## config.mk

```make
export PLATFORM = sky130hd
export DESIGN_NAME = serial_command_line_editor
export DESIGN_NICKNAME = d
export VERILOG_FILES = /design/src/rtl/core/sce_pkg.sv /design/src/rtl/core/serial_command_line_editor.sv /design/src/rtl/core/sce_ram.sv /design/src/rtl/core/sce_scan.sv
export SDC_FILE = /design/constraint.sdc
export NUM_CORES = 1
export LEC_CHECK = 0
export BUFFER_PORTS_ARGS = -buffer_cell sky130_fd_sc_hd__buf_2
export CELL_PAD_IN_SITES_DETAIL_PLACEMENT = 1
export CELL_PAD_IN_SITES_GLOBAL_PLACEMENT = 1
export CORE_ASPECT_RATIO = 0.9
export CORE_UTILIZATION = 50
export CTS_BUF_LIST = sky130_fd_sc_hd__clkbuf_4
export CTS_CLUSTER_SIZE = 24
export DETAILED_ROUTE_END_ITERATION = 8
export HOLD_SLACK_MARGIN = 0.08
export PLACE_DENSITY = 0.72
export SLEW_MARGIN = 20
export SYNTH_ARGS = -nofsm -noshare
export SYNTH_HDL_FRONTEND = slang
export SYNTH_SLANG_ARGS = --single-unit
```

## constraint.sdc

```tcl
create_clock -name clk_i -period 11.05 [get_ports clk_i]
set_input_delay 0.5525 -clock clk_i [delete_from_list [all_inputs] [get_ports clk_i]]
set_output_delay 0.5525 -clock clk_i [all_outputs]
set_load 0.01 [all_outputs]
```

## src/rtl/core/sce_pkg.sv

```systemverilog
// Package of the serial command line editor: sizes, codes, state types and prefix table.
`default_nettype none
package sce_pkg;

  localparam int unsigned LINE_DEPTH = 128;
  localparam int unsigned IDX_W      = $clog2(LINE_DEPTH);
  localparam int unsigned CHAR_W     = 7;
  localparam int unsigned NUM_WORDS  = 4;
  localparam int unsigned WORD_MAX   = 6;
  localparam int unsigned K_W        = $clog2(WORD_MAX);

  localparam logic [7:0] CH_BS  = 8'h08;
  localparam logic [7:0] CH_LF  = 8'h0A;
  localparam logic [7:0] CH_CR  = 8'h0D;
  localparam logic [7:0] CH_SP  = 8'h20;
  localparam logic [7:0] CH_TIL = 8'h7E;
  localparam logic [7:0] CH_DEL = 8'h7F;

  // Command words in match order: READ, HELP, CLEAR, STATUS.
  localparam logic [CHAR_W-1:0] WORD_TAB [NUM_WORDS][WORD_MAX] = '{
    '{7'h52, 7'h45, 7'h41, 7'h44, 7'h00, 7'h00},
    '{7'h48, 7'h45, 7'h4C, 7'h50, 7'h00, 7'h00},
    '{7'h43, 7'h4C, 7'h45, 7'h41, 7'h52, 7'h00},
    '{7'h53, 7'h54, 7'h41, 7'h54, 7'h55, 7'h53}
  };
  localparam logic [K_W:0] WORD_LEN [NUM_WORDS] = '{4'd4, 4'd4, 4'd5, 4'd6};

  typedef enum logic [2:0] {
    CMD_EMPTY   = 3'd0,
    CMD_READ    = 3'd1,
    CMD_HELP    = 3'd2,
    CMD_CLEAR   = 3'd3,
    CMD_STATUS  = 3'd4,
    CMD_UNKNOWN = 3'd5
  } cmd_e;

  typedef enum logic [1:0] {
    ST_IDLE,
    ST_SCAN,
    ST_OUT
  } top_state_e;

  typedef enum logic [1:0] {
    SC_IDLE,
    SC_SKIP,
    SC_MATCH
  } scan_state_e;

  typedef enum logic [1:0] {
    SEQ_SINGLE,
    SEQ_ERASE,
    SEQ_LINE
  } seq_e;

  typedef struct packed {
    logic             start;
    logic [IDX_W-1:0] end_pos;
  } scan_req_t;

  typedef struct packed {
    logic             done;
    cmd_e             code;
    logic [IDX_W-1:0] len;
  } scan_rsp_t;

endpackage
`default_nettype wire

```

## src/rtl/core/serial_command_line_editor.sv

```systemverilog
// Top level of the serial command line editor: input decode, line store, echo sequencing.
//
//  Channel | Dir | Handshake                         | Contents
//  s_axis  | in  | s_axis_tvalid_i / s_axis_tready_o | one received byte per word
//  m_axis  | out | m_axis_tvalid_o / m_axis_tready_i | one echo/result word, tlast ends a run
//
// Every accepted byte gives one run of one or three output words; the byte is decoded
// first and its words go out after. A line end adds a scan of the stored line over the
// single RAM read port: the scanner skips leading spaces, finds the first other
// character, compares up to six characters of command prefix and then reports. The
// input is not ready until the run is fully taken; a stalled output holds its word.
// Reset clears the line index, the top state and the scanner state; the line store
// itself needs no clearing.
`default_nettype none
module serial_command_line_editor (
  input  wire logic        clk_i,
  input  wire logic        rst_ni,
  input  wire logic        s_axis_tvalid_i,
  output logic             s_axis_tready_o,
  input  wire logic [7:0]  s_axis_tdata_i,   // [7:0] rx_byte
  output logic             m_axis_tvalid_o,
  input  wire logic        m_axis_tready_i,
  output logic [23:0]      m_axis_tdata_o,   // [6:0] echo_char, [9:7] command_code,
                                             // [16:10] command_length, [23:17] zero
  output logic             m_axis_tlast_o,   // last_of_run
  output logic [2:0]       m_axis_tuser_o    // [0] echo_valid, [1] line_done, [2] typing
);
  import sce_pkg::*;

  top_state_e         st_q, st_d;
  logic [IDX_W-1:0]   idx_q, idx_d;
  seq_e               seq_q, seq_d;
  logic [1:0]         pos_q, pos_d;
  logic [CHAR_W-1:0]  ochar_q, ochar_d;
  logic               ovalid_q, ovalid_d;
  logic               olast_q, olast_d;
  logic               odone_q, odone_d;
  cmd_e               ocode_q, ocode_d;
  logic [IDX_W-1:0]   olen_q, olen_d;
  logic               otyp_q, otyp_d;

  logic               ram_we;
  logic [IDX_W-1:0]   ram_raddr;
  logic [CHAR_W-1:0]  ram_rdata;
  scan_req_t          scan_req;
  scan_rsp_t          scan_rsp;

  logic [7:0]         c;
  logic               is_erase, is_eol, keep, full;

  // Byte classes: printable ASCII, CR, LF, BS and DEL are kept; anything else is dropped.
  assign c        = s_axis_tdata_i;
  assign is_erase = (c == CH_BS) || (c == CH_DEL);
  assign is_eol   = (c == CH_CR) || (c == CH_LF);
  assign keep     = is_erase || is_eol || ((c >= CH_SP) && (c <= CH_TIL));
  assign full     = idx_q >= IDX_W'(LINE_DEPTH - 1);

  sce_ram #(
    .WIDTH (CHAR_W),
    .DEPTH (LINE_DEPTH)
  ) u_line_store (
    .clk_i   (clk_i),
    .we_i    (ram_we),
    .waddr_i (idx_q),
    .wdata_i (c[CHAR_W-1:0]),
    .raddr_i (ram_raddr),
    .rdata_o (ram_rdata)
  );

  sce_scan u_scan (
    .clk_i   (clk_i),
    .rst_ni  (rst_ni),
    .req_i   (scan_req),
    .rsp_o   (scan_rsp),
    .raddr_o (ram_raddr),
    .rdata_i (ram_rdata)
  );

  always_ff @(posedge clk_i or negedge rst_ni) begin
    if (!rst_ni) begin
      st_q  <= ST_IDLE;
      idx_q <= '0;
    end else begin
      st_q  <= st_d;
      idx_q <= idx_d;
    end
  end

  // Output word and run position; loaded before the output is ever shown valid.
  always_ff @(posedge clk_i) begin
    seq_q    <= seq_d;
    pos_q    <= pos_d;
    ochar_q  <= ochar_d;
    ovalid_q <= ovalid_d;
    olast_q  <= olast_d;
    odone_q  <= odone_d;
    ocode_q  <= ocode_d;
    olen_q   <= olen_d;
    otyp_q   <= otyp_d;
  end

  always_comb begin
    st_d             = st_q;
    idx_d            = idx_q;
    seq_d            = seq_q;
    pos_d            = pos_q;
    ochar_d          = ochar_q;
    ovalid_d         = ovalid_q;
    olast_d          = olast_q;
    odone_d          = odone_q;
    ocode_d          = ocode_q;
    olen_d           = olen_q;
    otyp_d           = otyp_q;
    ram_we           = 1'b0;
    scan_req.start   = 1'b0;
    scan_req.end_pos = idx_q;
    unique case (st_q)
      ST_IDLE: begin
        if (s_axis_tvalid_i) begin
          // Default run: a single word with no echo.
          seq_d    = SEQ_SINGLE;
          pos_d    = 2'd0;
          ochar_d  = '0;
          ovalid_d = 1'b0;
          olast_d  = 1'b1;
          odone_d  = 1'b0;
          ocode_d  = CMD_EMPTY;
          olen_d   = '0;
          otyp_d   = idx_q != '0;
          st_d     = ST_OUT;
          priority if (!keep) begin
            // Dropped byte: nothing changes.
          end else if (full) begin
            // A line that fills the store is thrown away along with this byte.
            idx_d  = '0;
            otyp_d = 1'b0;
          end else if (is_erase) begin
            if (idx_q != '0) begin
              idx_d    = idx_q - IDX_W'(1);
              otyp_d   = idx_q != IDX_W'(1);
              seq_d    = SEQ_ERASE;
              ochar_d  = CH_BS[CHAR_W-1:0];
              ovalid_d = 1'b1;
              olast_d  = 1'b0;
            end else begin
              otyp_d = 1'b0;
            end
          end else begin
            ram_we   = 1'b1;
            ochar_d  = c[CHAR_W-1:0];
            ovalid_d = 1'b1;
            if (is_eol) begin
              // The terminator is stored at idx_q and the scan stops just before it.
              idx_d          = '0;
              seq_d          = SEQ_LINE;
              olast_d        = 1'b0;
              odone_d        = 1'b1;
              otyp_d         = 1'b0;
              scan_req.start = 1'b1;
              st_d           = ST_SCAN;
            end else begin
              idx_d  = idx_q + IDX_W'(1);
              otyp_d = 1'b1;
            end
          end
        end
      end
      ST_SCAN: begin
        if (scan_rsp.done) begin
          ocode_d = scan_rsp.code;
          olen_d  = scan_rsp.len;
          st_d    = ST_OUT;
        end
      end
      ST_OUT: begin
        if (m_axis_tready_i) begin
          if (olast_q) begin
            st_d = ST_IDLE;
          end else begin
            pos_d   = pos_q + 2'd1;
            olast_d = pos_q == 2'd1;
            unique case (seq_q)
              SEQ_ERASE: ochar_d = (pos_q == 2'd0) ? CH_SP[CHAR_W-1:0] : CH_BS[CHAR_W-1:0];
              SEQ_LINE:  ochar_d = (pos_q == 2'd0) ? CH_CR[CHAR_W-1:0] : CH_LF[CHAR_W-1:0];
              default:   ochar_d = ochar_q;
            endcase
          end
        end
      end
      default: st_d = ST_IDLE;
    endcase
  end

  assign s_axis_tready_o = st_q == ST_IDLE;
  assign m_axis_tvalid_o = st_q == ST_OUT;
  assign m_axis_tdata_o  = {7'd0, 7'(olen_q), 3'(ocode_q), ochar_q};
  assign m_axis_tlast_o  = olast_q;
  assign m_axis_tuser_o  = {otyp_q, odone_q, ovalid_q};

  // The block never takes a byte while a run is still being delivered.
  a_no_overlap: assert property (@(posedge clk_i) disable iff (!rst_ni)
    m_axis_tvalid_o |-> !s_axis_tready_o)
    else $error("input ready while a run is pending");

  // The scanner only answers while the editor waits for it.
  a_scan_owner: assert property (@(posedge clk_i) disable iff (!rst_ni)
    scan_rsp.done |-> (st_q == ST_SCAN))
    else $error("scan result outside of a scan");

  // A completed line always leaves an empty line behind.
  a_line_cleared: assert property (@(posedge clk_i) disable iff (!rst_ni)
    (m_axis_tvalid_o && m_axis_tuser_o[1]) |-> (idx_q == '0))
    else $error("line index not cleared at line end");

  // A taken word that is not the last of its run is followed by another word.
  a_run_continues: assert property (@(posedge clk_i) disable iff (!rst_ni)
    (m_axis_tvalid_o && m_axis_tready_i && !m_axis_tlast_o) |=> m_axis_tvalid_o)
    else $error("run ended without a last word");

endmodule
`default_nettype wire

```

## src/rtl/core/sce_ram.sv

```systemverilog
// Generic single-write, single-read RAM with registered read data.
`default_nettype none
module sce_ram #(
  parameter int unsigned WIDTH = 8,
  parameter int unsigned DEPTH = 16
) (
  input  wire logic                     clk_i,
  input  wire logic                     we_i,
  input  wire logic [$clog2(DEPTH)-1:0] waddr_i,
  input  wire logic [WIDTH-1:0]         wdata_i,
  input  wire logic [$clog2(DEPTH)-1:0] raddr_i,
  output logic      [WIDTH-1:0]         rdata_o
);

  logic [WIDTH-1:0] mem [DEPTH];

  always_ff @(posedge clk_i) begin
    if (we_i) begin
      mem[waddr_i] <= wdata_i;
    end
    rdata_o <= mem[raddr_i];
  end

endmodule
`default_nettype wire

```

## src/rtl/core/sce_scan.sv

```systemverilog
// Line scanner: skips leading spaces and matches command prefixes one character per cycle.
`default_nettype none
module sce_scan (
  input  wire logic                      clk_i,
  input  wire logic                      rst_ni,
  input  wire sce_pkg::scan_req_t        req_i,
  output sce_pkg::scan_rsp_t             rsp_o,
  output logic      [sce_pkg::IDX_W-1:0] raddr_o,
  input  wire logic [sce_pkg::CHAR_W-1:0] rdata_i
);
  import sce_pkg::*;

  scan_state_e            st_q, st_d;
  logic [IDX_W-1:0]       a_q, a_d;
  logic [IDX_W-1:0]       end_q, end_d;
  logic [IDX_W-1:0]       len_q, len_d;
  logic [K_W-1:0]         k_q, k_d;
  logic [NUM_WORDS-1:0]   flags_q, flags_d;
  logic [NUM_WORDS-1:0]   hit;
  scan_rsp_t              rsp_q, rsp_d;

  // Compare unit, one comparator per word: the current character against each word at this offset.
  always_comb begin
    for (int w = 0; w < NUM_WORDS; w++) begin
      hit[w] = ({1'b0, k_q} >= WORD_LEN[w]) || (rdata_i == WORD_TAB[w][k_q]);
    end
  end

  always_ff @(posedge clk_i or negedge rst_ni) begin
    if (!rst_ni) begin
      st_q  <= SC_IDLE;
      rsp_q <= '0;
    end else begin
      st_q  <= st_d;
      rsp_q <= rsp_d;
    end
  end

  always_ff @(posedge clk_i) begin
    a_q     <= a_d;
    end_q   <= end_d;
    len_q   <= len_d;
    k_q     <= k_d;
    flags_q <= flags_d;
  end

  always_comb begin
    st_d       = st_q;
    a_d        = a_q;
    end_d      = end_q;
    len_d      = len_q;
    k_d        = k_q;
    flags_d    = flags_q;
    rsp_d      = rsp_q;
    rsp_d.done = 1'b0;
    unique case (st_q)
      SC_IDLE: begin
        if (req_i.start) begin
          a_d   = '0;
          end_d = req_i.end_pos;
          st_d  = SC_SKIP;
        end
      end
      SC_SKIP: begin
        if ((a_q < end_q) && (rdata_i == CH_SP[CHAR_W-1:0])) begin
          a_d = a_q + IDX_W'(1);
        end else begin
          len_d   = end_q - a_q;
          k_d     = '0;
          flags_d = '1;
          st_d    = SC_MATCH;
        end
      end
      SC_MATCH: begin
        if (IDX_W'(k_q) < len_q) begin
          flags_d = flags_q & hit;
        end
        if ((k_q == K_W'(WORD_MAX - 1)) || ((IDX_W'(k_q) + IDX_W'(1)) >= len_q)) begin
          rsp_d.done = 1'b1;
          rsp_d.len  = len_q;
          priority if (len_q == '0) begin
            rsp_d.code = CMD_EMPTY;
          end else if (flags_d[0] && (len_q >= IDX_W'(WORD_LEN[0]))) begin
            rsp_d.code = CMD_READ;
          end else if (flags_d[1] && (len_q >= IDX_W'(WORD_LEN[1]))) begin
            rsp_d.code = CMD_HELP;
          end else if (flags_d[2] && (len_q >= IDX_W'(WORD_LEN[2]))) begin
            rsp_d.code = CMD_CLEAR;
          end else if (flags_d[3] && (len_q >= IDX_W'(WORD_LEN[3]))) begin
            rsp_d.code = CMD_STATUS;
          end else begin
            rsp_d.code = CMD_UNKNOWN;
          end
          st_d = SC_IDLE;
        end else begin
          k_d = k_q + K_W'(1);
          a_d = a_q + IDX_W'(1);
        end
      end
      default: st_d = SC_IDLE;
    endcase
  end

  // The read port is addressed with the next address a_d, so rdata_i always holds the entry at a_q.
  assign raddr_o = a_d;
  assign rsp_o   = rsp_q;

endmodule
`default_nettype wire

```

==> reports/results.ini, run 1 <==
[floorplanning]
initial_core_util_pct = 50.7
core_region_area_um2 = 81300
die_x_um = 304
rows = 99
io_pins = 42
die_h_um = 274
dieArea_um2 = 83500

[sta]
setup_ws_ps = 3490
period_minus_slack_ps = 7560
fin_tns_setup_ps = 0
finalCritPeriodShare_pct = 68.4
rsz0062_at_grt = no
hold_viol = 0
skew_ps = 58.0
setup_viol_count_final = 0
fmax_mhz = 132
worstMarginPinSlew_ps = 1130
drv_slew = 0
max_slew_margin_pct = 23.7

[drt]
drt_iter0_markers = 3016
ant_nets = 0
drc = 0
totalWireLength_um = 122000
avgViaCountPerCell = 6.16
routedWlPerCell_um = 27.5
firstDrtPassIters = 6
vias = 27342

[synth]
synth_compound_area_share_pct = 9.66
synth_top_cell_by_area = edfxtp_1
synthTopCellsByArea = edfxtp_1, mux2i_1, nand2_1
netlist_instances = 3019
synthTopCellsByCount = edfxtp_1, nand2_1, mux2i_1
async_flop_share_pct = 2.25
synth_cell_types = 84
synth_mux_area_share_pct = 5.03
synth_xor_area_share_pct = 0.468
synth_edf_count = 942
ys_seq_area_share_pct = 70.7
synth_top_family_by_area = simple AND/OR/NAND/NOR gates
syn_area_um2 = 41200
yosysMostFrequentCell = edfxtp_1
syn_area_per_cell_um2 = 13.6
ys_ff_latch = 978
ys.flop_type = edfxtp_1
synth_fa_ha_area_share_pct = 1.05
ys.warnings.count = 0
synth.top_cell.area_share_pct = 68.7
synthSimpleGateAreaFrac_pct = 9.67

[clocking]
holdBufCountCts = 13
clk_latency_ps = 1190
post_cts_resized = 0
cts_buffers = 237
clk_path_buf_depth = 3
cts.sinks = 978
cts_root_buffer = clkbuf_4
htree_levels = 4
cts_tree = yes
clk_pin_slew_worst_paths_ps = 70
cts_setup_buffers = 0

[global_route]
grt_pass1_vias = 28321
grt_pass1_wl_um = 181000
grt.overflow.total = 0
antenna_found_initial = 4
grt_max_degree = 129
track_usage_pct = 29.4

[final_layout]
synthToLayoutAreaGrowth_pct = 10.8
multiInputGateArea_um2 = 10900
drive_gt1_share_pct = 15.5
fillers = 8024
regArea_um2 = 29100
nets = 3222

[placed_design]
dp_hpwl_um = 74000
dp_slack_ps = 3750
finalWeightedCongestion = 0.878
io_buffers = 34

[critical_path]
path_class = flip-flop to flip-flop
worstPathArrival_ps = 8550
critPathRequiredTime_ps = 12040
path_max_fanout = 71
startpoint_type = flip-flop
rr_worst_depth = 20
endpoint_kind = flip-flop

[flow_run]
cap_violations = 0

[power_and_ir_drop]
ir_drop_mv = 0.338
power.density_nw_per_um2 = 286
p_leak_uw = 0.0157

[min_path]
min_path_cells = 2
hold_class = input pin to flip-flop

[run_status]
outcome = finished, final reports clean

logic make-up after synthesis:
family,Yosys count
multiplexers,207
adder cells (fa/ha/maj),34
buffers and inverters,295
other,1
AND/OR/NAND/NOR,905
XOR/XNOR,22
AO/OA/AOI/OAI,577
flip-flops,978
metal layers:
metal / share of wire [%] / up-vias / global-route usage [%] / routed length, um
li1: - / 11984 / - / -
met1: 42 / 13952 / 40.6 / 51800
met2: 47 / 1179 / 46.4 / 57200
met3: 8.1 / 227 / 5.84 / 9900
met4: 2.6 / 0 / 10.6 / 3170
met5: 0 / - / 0 / 0
layout make-up:
class                      instances  share of cell area (%)
clock inverter                    66                   0.724
timing repair buffer             102                    1.73
inverter                          98                   0.823
tap                             1060                    2.91
multi-input combinational       1759                    23.8
antenna                            9                  0.0494
sequential                       978                    63.9
clock buffer                     370                    6.09
layout by cell type, fill, tap and decap left out, types with 91 or more instances in the layout:
master | synthesis | final
clkbuf_4 | 0 | 370
nor2_1 | 178 | 178
nand2_1 | 421 | 419
inv_1 | 92 | 91
edfxtp_1 | 942 | 942
nand3_1 | 161 | 160
o221ai_1 | 97 | 96
a21oi_1 | 187 | 186
a211oi_1 | 114 | 114
mux2i_1 | 207 | 207
critical path, cell delays in order (launching register included):
cell	delay, ps
edfxtp_1	620
inv_1	200
ha_1	350
inv_1	60
ha_1	280
a21o_1	180
a31oi_1	280
o21a_1	290
o221a_2	210
buf_4	600
a21o_4	750
buf_4	530
inv_6	280
buf_4	420
nand2_1	180
nand3_1	80
a21oi_1	430
nor4_2	100
buf_4	190
nor4_1	940
a21oi_1	150
state kept, by name (all words and copies together) (netlist names), 3 cells and up:
signal and flops:
u_line_store.mem 896, ocode_q 3, olen_q 7, ochar_q 7
u_scan.end_q 7, u_scan.len_q 7, u_scan.rsp_o 11, u_scan.k_q 3
u_scan.flags_q 4, idx_q 7, u_scan.a_q 7, u_line_store.rdata_o 7
metrics by stage:
stage,instance area (um2),total power [uW],cells,hold WS [ps],utilization [%]
finish,45600,13000,4442,146,56.1
global route,45600,13600,4436,147,56.1
CTS,45600,13000,4433,124,56.1
global placement,42300,9800,3981,449,52.0
floorplan,41200,8060,3032,257,-
detailed placement,42300,9970,3984,455,52.1
worst paths after layout:
check | start | end | slack (ps)
min in group asynchronous | rst_ni | idx_q[2] | 470
max in group asynchronous | rst_ni | u_scan.rsp_o[9] | 10390
worst max-delay path | u_scan.k_q[2] | u_line_store.rdata_o[3] | 3490
worst max register to register | u_scan.k_q[2] | u_line_store.rdata_o[3] | 3490
worst min-delay path | s_axis_tdata_i[4] | u_line_store.mem[88][4] | 150
worst min register to register | u_scan.rsp_o[7] | u_scan.rsp_o[7] | 470
power by group:
part           total (uW)  leakage, uW  switching [uW]  internal (uW)
Clock                3040      0.00185            1480           1560
Sequential           4350      0.00889             149           4200
Combinational        5650      0.00497            3980           1670
Total               13000       0.0157            5610           7430
Note: power is estimated with default switching activity, not from simulation.
==> run 2: changes to the inputs <==
==> constraint.sdc (replaced) <==
create_clock -name clk_i -period 7.2 [get_ports clk_i]
set_input_delay 0.36 -clock clk_i [delete_from_list [all_inputs] [get_ports clk_i]]
set_output_delay 0.36 -clock clk_i [all_outputs]
set_load 0.01 [all_outputs]
==> reports/results.ini, run 2 (synthesized netlist as in run 1, its figures left out) <==
[clocking]
cts_root_buffer = clkbuf_4
clk_path_buf_depth = 3  ; unchanged
clk_pin_slew_worst_paths_ps = 70  ; about the same
cts_tree = yes
cts_setup_buffers = 0  ; unchanged
clk_latency_ps = 1160  ; -30 ps
htree_levels = 4  ; unchanged
cts_buffers = 239  ; +0.84%
cts.sinks = 978  ; unchanged

[placed_design]
dp_hpwl_um = 76700  ; +3.7%
finalWeightedCongestion = 0.899  ; +2.4%
io_buffers = 34  ; unchanged
dp_cells = 3988  ; +0.10%
dp_slack_ps = 956  ; -2790 ps

[global_route]
antenna_found_initial = 3  ; -1
track_usage_pct = 30.1  ; +0.77 points
grt_pass1_wl_um = 185000  ; +2.2%
grt.overflow.total = 0  ; unchanged
grt_max_degree = 128  ; -0.78%
grt_pass1_vias = 28840  ; +1.8%

[drt]
firstDrtPassIters = 6  ; unchanged
ant_nets = 0  ; unchanged
routedWlPerCell_um = 28.1  ; +2.5%
vias = 27647  ; +1.1%
drc = 0  ; unchanged
totalWireLength_um = 125000  ; +2.7%
avgViaCountPerCell = 6.21  ; +0.91%
drt_iter0_markers = 2834  ; -6.0%

[power_and_ir_drop]
ir_drop_mv = 0.509  ; +51%
power_uw = 20200  ; +55%
p_leak_uw = 0.0158  ; +0.30%
power.density_nw_per_um2 = 443  ; +55%

[critical_path]
startpoint_type = flip-flop
worstPathArrival_ps = 7310  ; -1240 ps
path_class = flip-flop to flip-flop
endpoint_kind = flip-flop
path_max_fanout = 114  ; +61%
critPathRequiredTime_ps = 8270  ; -3770 ps

[sta]
finalCritPeriodShare_pct = 86.6  ; +18 points
max_slew_margin_pct = 25.7  ; +2.0 points
rsz0062_at_grt = no
fin_tns_setup_ps = 0  ; unchanged
setup_viol_count_final = 0  ; unchanged
period_minus_slack_ps = 6230  ; -1330 ps
hold_viol = 0  ; unchanged
fmax_mhz = 160  ; +21%
worstMarginPinSlew_ps = 1110  ; -19.2 ps
drv_slew = 0  ; unchanged
setup_ws_ps = 966  ; -2520 ps
skew_ps = 81.0  ; +23.0 ps

[floorplanning]
rows = 99  ; unchanged
dieArea_um2 = 83500  ; unchanged
initial_core_util_pct = 50.7  ; unchanged
io_pins = 42  ; unchanged
core_region_area_um2 = 81300  ; unchanged
die_x_um = 304  ; unchanged
die_h_um = 274  ; unchanged

[run_status]
outcome = finished, final reports clean

[flow_run]
cap_violations = 0  ; unchanged

[final_layout]
nets = 3231  ; +0.28%
fillers = 7954  ; -0.87%
drive_gt1_share_pct = 15.2  ; -0.38 points
top_register = u_line_store.mem
largest_register_ffs = 896  ; unchanged
synthToLayoutAreaGrowth_pct = 10.9
final_common_cell = edfxtp_1
layout_common_cells = edfxtp_1, nand2_1, clkbuf_4
final-instance-count-excl-fill = 4451  ; +0.20%

[min_path]
hold_class = input pin to flip-flop

==> run 2: cell count changes in the layout (fill, tap and decap cells not counted), sizes merged <==
| cell | delta |
|---|---|
| clkbuf | -8 |
| diode | -2 |
| dlygate4sd3 | +3 |
| buf | +4 |
| bufinv | +1 |
| clkinv | +6 |
| inv | +5 |
==> run 2: per-stage QoR <==
step	hold WS (ps)	util (%)	cell area, um2
final	178	56.2	45700
after global routing	63.2	56.2	45700
after floorplan	64.4	-	41200
after global placement	380	52.1	42300
after CTS	94.2	56.2	45600
after detailed placement	404	52.1	42300
==> run 2: area by class of cell <==
type                    instances  area [um2]  share of cell area, %
clock buffers                 362        2720                   5.95
diodes                          7        17.5                 0.0384
inverters                      98         375                  0.822
multi-input cells            1759       10800                   23.6
clock inverters                78         424                  0.929
well taps                    1060        1330                   2.90
repair buffers                109         888                   1.95
flip-flops and latches        978       29100                   63.8
==> run 2: what timing repair did <==
action | in CTS | in global routing
endpoints found under the hold margin | 487 | 0
hold buffers | 16 | 0
gates resized for setup | 0 | 0
==> run 2: power by group <==
group | internal [uW] | switching (uW) | leakage [uW] | total, uW
combinational | 2570 | 6270 | 0.00501 | 8840
sequential | 6450 | 237 | 0.00889 | 6680
clock | 2410 | 2310 | 0.00186 | 4720
==> run 2: worst max-delay path, stage by stage (launching register included) <==
cell and delay, ps:
edfxtp_1 640, inv_1 210, ha_1 360, inv_1 50
ha_1 300, a21o_1 190, a31oi_1 310, o21a_1 310
a221oi_4 100, a21o_4 430, inv_6 630, buf_4 490
buf_12 320, nand2_1 110, nand3_1 90, a21boi_0 140
nor4_1 770, a31oi_1 390, a21oi_1 230
==> run 2: per-layer routing <==
layer / global-route usage (%) / up-vias / routed length [um]
met1: 40.1 / 14097 / 51800
li1: - / 11990 / -
met3: 7.11 / 253 / 10700
met5: 0 / - / 13
met4: 11.9 / 2 / 3860
met2: 48.0 / 1305 / 58900
==> run 2: worst paths after layout <==
| path | from | to | slack (ps) | depth (start not counted) |
|---|---|---|---|---|
| worst min-delay path | s_axis_tdata_i[4] | u_line_store.mem[58][4] | 180 | 2 |
| max in group asynchronous | rst_ni | u_scan.rsp_o[1] | 6730 | 4 |
| min in group asynchronous | rst_ni | st_q[1] | 260 | 4 |
| worst max register to register | u_scan.k_q[2] | u_line_store.rdata_o[5] | 970 | 18 |
| worst min register to register | u_scan.rsp_o[1] | u_scan.rsp_o[1] | 470 | 2 |
| worst max-delay path | u_scan.k_q[2] | u_line_store.rdata_o[5] | 970 | 18 |
